`config.mk`:
```
export PLATFORM = sky130hd
export DESIGN_NAME = bsp_div
export DESIGN_NICKNAME = d
export VERILOG_FILES = /design/src/design/bspline_de_boor_eval_assert.svh /design/src/design/bsp_pkg.sv /design/src/design/bsp_div.sv
export SDC_FILE = /design/constraint.sdc
export NUM_CORES = 1
export LEC_CHECK = 0
export BUFFER_PORTS_ARGS = -buffer_cell sky130_fd_sc_hd__buf_2
export CELL_PAD_IN_SITES_DETAIL_PLACEMENT = 1
export CELL_PAD_IN_SITES_GLOBAL_PLACEMENT = 2
export CORE_ASPECT_RATIO = 2
export CORE_MARGIN = 1
export CORE_UTILIZATION = 32
export DETAILED_ROUTE_END_ITERATION = 12
export PLACE_DENSITY_LB_ADDON = 0.2
export RECOVER_POWER = 100
export SYNTH_ARGS = -nofsm -noshare
export SYNTH_HDL_FRONTEND = slang
export SYNTH_SLANG_ARGS = --single-unit
export TNS_END_PERCENT = 30
```
`constraint.sdc`:
```
create_clock -name clk -period 3.23 [get_ports clk]
set_input_delay 0.646 -clock clk [delete_from_list [all_inputs] [get_ports clk]]
set_output_delay 0.646 -clock clk [all_outputs]
set_load 0.005 [all_outputs]
```
`src/design/bspline_de_boor_eval_assert.svh`:
```
// Assertion macros for the B-spline evaluator.
// Used by the top level only; no other dependencies.
`ifndef BSPLINE_DE_BOOR_EVAL_ASSERT_SVH
`define BSPLINE_DE_BOOR_EVAL_ASSERT_SVH
// Implication checked on every clock edge outside reset.
`define BSP_ASSERT_IMPL(lbl, ante, cons) \
  lbl: assert property (@(posedge clk) disable iff (!rst_n) (ante) |-> (cons)) \
    else $error("bspline check failed");
// Next-cycle implication checked outside reset.
`define BSP_ASSERT_NEXT(lbl, ante, cons) \
  lbl: assert property (@(posedge clk) disable iff (!rst_n) (ante) |=> (cons)) \
    else $error("bspline check failed");
`endif

```
`src/design/bsp_pkg.sv`:
```
// Package for the B-spline evaluator: sizes, request, status and register codes, divider request.
// No dependencies.
`default_nettype none
package bsp_pkg;
  localparam int MaxKnots  = 64;
  localparam int MaxCtrl   = 64;
  localparam int MaxDegree = 7;

  localparam logic [1:0] REQ_WR_KNOT = 2'd0;
  localparam logic [1:0] REQ_WR_CTRL = 2'd1;
  localparam logic [1:0] REQ_EV_SRCH = 2'd2;
  localparam logic [1:0] REQ_EV_SPAN = 2'd3;

  localparam logic [1:0] ST_OK    = 2'd0;
  localparam logic [1:0] ST_WRITE = 2'd1;
  localparam logic [1:0] ST_RANGE = 2'd2;
  localparam logic [1:0] ST_ZERO  = 2'd3;

  localparam logic CFG_DEGREE = 1'b0;
  localparam logic CFG_KNOTS  = 1'b1;

  typedef struct packed {
    logic start;
    logic signed [48:0] dividend;
    logic signed [32:0] divisor;
  } div_req_t;
endpackage
`default_nettype wire

```
`src/design/bsp_div.sv`:
```
// Restoring signed divider, one quotient bit per cycle, truncating to zero.
// Depends on bsp_pkg.
`default_nettype none
module bsp_div (
  input  wire logic              clk,
  input  wire logic              rst_n,
  input  wire bsp_pkg::div_req_t req,
  output logic                   done,
  output logic signed [49:0]     quot
);
  logic [48:0] rem_r, rem_nxt;
  logic [48:0] q_r, q_nxt;
  logic [32:0] dv_r, dv_nxt;
  logic        neg_r, neg_nxt;
  logic [5:0]  cnt_r, cnt_nxt;
  logic        run_r, run_nxt;
  logic        done_r, done_nxt;
  logic [49:0] trial;
  logic [48:0] ua;
  logic [32:0] ub;

  always_comb begin
    ua = req.dividend[48] ? 49'(-req.dividend) : 49'(req.dividend);
    ub = req.divisor[32] ? 33'(-req.divisor) : 33'(req.divisor);
    rem_nxt = rem_r; q_nxt = q_r; dv_nxt = dv_r; neg_nxt = neg_r;
    cnt_nxt = cnt_r; run_nxt = run_r; done_nxt = 1'b0;
    trial = {rem_r, q_r[48]} - {17'd0, dv_r};
    if (req.start) begin
      rem_nxt = '0; q_nxt = ua; dv_nxt = ub;
      neg_nxt = req.dividend[48] ^ req.divisor[32];
      cnt_nxt = 6'd48; run_nxt = 1'b1;
    end else if (run_r) begin
      if (!trial[49]) begin
        rem_nxt = trial[48:0]; q_nxt = {q_r[47:0], 1'b1};
      end else begin
        rem_nxt = {rem_r[47:0], q_r[48]}; q_nxt = {q_r[47:0], 1'b0};
      end
      if (cnt_r == 6'd0) begin
        run_nxt = 1'b0; done_nxt = 1'b1;
      end
      cnt_nxt = cnt_r - 6'd1;
    end
  end

  always_ff @(posedge clk) begin
    rem_r <= rem_nxt; q_r <= q_nxt; dv_r <= dv_nxt; neg_r <= neg_nxt; cnt_r <= cnt_nxt;
    if (!rst_n) begin
      run_r <= 1'b0; done_r <= 1'b0;
    end else begin
      run_r <= run_nxt; done_r <= done_nxt;
    end
  end

  assign done = done_r;
  assign quot = neg_r ? -$signed({1'b0, q_r}) : $signed({1'b0, q_r});
endmodule
`default_nettype wire
```
==> run summary <==
Status - finished with violations
Violated checks - max-capacitance violations, max-slew violations, negative setup slack
CTS sink count - 140
Worst-Margin Slew - 1.81 ns
WHS Path Cells - 3
Critical path depth - 9
Worst Path Required - 2.58 ns
Dpl hpwl - 27300 um
Total die area - 33300 um^2
Slowest stage delay, CP - 0.52 ns
Final min period - 4.17 ns
EDFF count, synth - 83
Antenna violations before repair - 0
Mapped Nets - 1342
Vias - 9909
Yosys top cell by area - edfxtp_1
RSZ-0062 raised after global routing - yes
Final setup violation count - 36
Worst skew pair latency - 0.45 ns
Critical path class - register to primary output
Initial core utilization - 0.324
Syn Inst Count - 1218
FF-to-FF path depth - 11
Critical-path top delay cell - or4_4
Count of cell types in the netlist - 70
Synthesized cell area - 10400 um^2
Reg-to-reg slack, setup - -0.08 ns
Inserted Clock Buffers - 17
CTS Root Cell - clkbuf_16
Fraction of layout cells with a size suffix above 1 - 0.258
Fin crit share - 1.29
Synth Flop Type - edfxtp_1
Post-place setup slack - -0.706 ns
FFs w/ async S/R, synth - 0
Maximum VDD drop - 0.372 mV
Power density over cell area - 500 nW/um^2
Die Ht - 257 um
Initial DRC count - 253
TritonRoute pass-1 iters - 4
Number of fill cells - 3954
Data arrival, critical path - 3.52 ns
Top cells by count, synth - nor2_1, nand2_1, a21oi_1, xnor2_1, edfxtp_1
Placeable Area - 32100 um^2
Dominant cell by count in the synthesized netlist - nor2_1
R2R Path End - rem_r[43]$_SDFFE_PP0P_
Antenna Nets Post-Route - 0
Number of global-route vias before repair - 10400
IO Pins - 136
Yosys Warn Count - 0
Most frequent CP cell - or3_4
Pins Over Slew Limit - 35
Hold endpoint - done$_SDFF_PP0_
LEAKAGE - 5.23 nW
TNS Setup - -18.31 ns
Post-synthesis sequential area ratio - 0.349
Clk slew on worst S/H paths - 0.06 ns
# hold bufs at CTS - 0
DIE WIDTH - 130 um
Row cnt - 93
Synth top area share - 0.239
Avg Inst Size Synth - 8.55 um^2
Post-route setup slack - -0.939 ns
Gpl congestion - 0.828
Crit path max-delay family - simple AND/OR/NAND/NOR gates
First-pass GRT wire length - 53600 um
Final Hold Fails - 0
Vias per cell - 5.22
Crit end category - primary output
Worst Path Buf+Inv - 1
Clock skew - 0.00932 ns
Port Buffer Count - 135
Max cap viols - 1
Gr usage total - 0.211
Final core area utilization - 0.416
Worst hold-check path type - input port to register
Ant. Diodes - 0
R2R Path Start - rem_r[40]$_SDFFE_PP0P_
H-Tree Depth - 4
TritonCTS clock tree - done
Largest net degree at the start of global routing - 84
Crit path max fanout - 3
Wirelength per Cell - 18.3 um
Layout Nets - 1584
Grt total ovfl - 0
Wirelength, routed - 34700 um
Synthesis-stage register bit count - 140
Crit path cell chain - or3_4 -> or4_4 -> or3_4 -> or3_4 -> or4_4 -> a21o_4 -> a21oi_4 -> xnor2_2 -> buf_2
Crit path launch type - register
Hold_sp - rst_n
Clk buf depth - 2
Area contributors post-synth - edfxtp_1, dfxtp_1, xnor2_1, xor2_1, a21oi_1
Slew HR - -0.205
Fmax - 240 MHz
Area growth from synthesis to final layout - 28.4%
# DRC - 0
==> sequential cells by signal (all words and copies together), names as in the netlist <==
signal  cells
done        1
cnt_r       6
rem_r      49
q_r        49
run_r       1
neg_r       1
dv_r       33
==> layout by cell type, fill, tap and decap left out, types with 38 or more instances in the layout <==
| master | n |
|---|---|
| buf_4 | 128 |
| o21ai_0 | 56 |
| nand2_1 | 107 |
| a21oi_1 | 93 |
| edfxtp_1 | 83 |
| dfxtp_1 | 57 |
| xor2_1 | 76 |
| xnor2_1 | 86 |
| nor2_1 | 127 |
| buf_2 | 119 |
| inv_1 | 50 |
| ha_1 | 38 |
==> per-stage QoR <==
| step | hold WS [ns] | power [mW] | instance area (um^2) | std cells |
|---|---|---|---|---|
| floorplan | 0.445 | 3.71 | 10400 | 1218 |
| global placement | 0.474 | 4.60 | 12500 | 1863 |
| detailed placement | 0.465 | 4.63 | 12500 | 1863 |
| CTS | 0.402 | 6.77 | 13300 | 1899 |
| global route | 0.436 | 7.05 | 13400 | 1900 |
| finish | 0.426 | 6.69 | 13400 | 1900 |
==> worst reg2reg max path: cells and delay by family, from the launching register on <==
kind / cells / cell delay [ns]
simple gates: 6 / 1.86
compound gates: 3 / 0.66
flops: 1 / 0.32
buf+inv: 1 / 0.21
xor+xnor: 1 / 0.16
==> per-layer routing <==
layer,part of all wire,up-vias,track usage
li1,-,4889,-
met1,0.36,4849,0.199
met2,0.60,129,0.438
met3,0.017,42,0.0262
met4,0.024,0,0.0820
met5,0,-,0
==> cell families after synthesis <==
kind of cell    after synthesis  share of synthesized area
buf+inv                     115                     0.0473
xor+xnor                    171                      0.144
flops                       140                      0.349
fa+ha+maj                    39                     0.0476
mux                           6                    0.00601
simple gates                408                      0.192
compound gates              339                      0.214
==> what timing repair did <==
| item | CTS | global route |
|---|---|---|
| setup buffers | 4 | 2 |
| setup endpoints to repair | 40 | 57 |
| gates resized for setup | 56 | 22 |
| pin swaps | 14 | 11 |
==> how the worst max path moves through the flow <==
stage                       from       end
5_1_grt        q_r[20]$_DFFE_PP_  quot[43]
2_1_floorplan  q_r[22]$_DFFE_PP_  quot[43]
6_report       q_r[20]$_DFFE_PP_  quot[43]
3_3_place_gp   q_r[22]$_DFFE_PP_  quot[39]
3_5_place_dp   q_r[22]$_DFFE_PP_  quot[45]
4_1_cts        q_r[20]$_DFFE_PP_  quot[45]
==> final cells by class <==
cell class                 instances  area (um^2)  area share
multi-input combinational        963         6610       0.494
sequential                       140         3630       0.272
timing repair buffer             287         1800       0.135
tap                              427          534      0.0400
clock buffer                      21          472      0.0353
inverter                          51          191      0.0143
clock inverter                    11          133     0.00992
==> where the power goes <==
group,internal (mW),switching (mW)
logic,1.03,1.30
registers,2.13,0.170
clock network,1.21,0.846
total,4.37,2.32
Note: power is estimated with default switching activity, not from simulation.
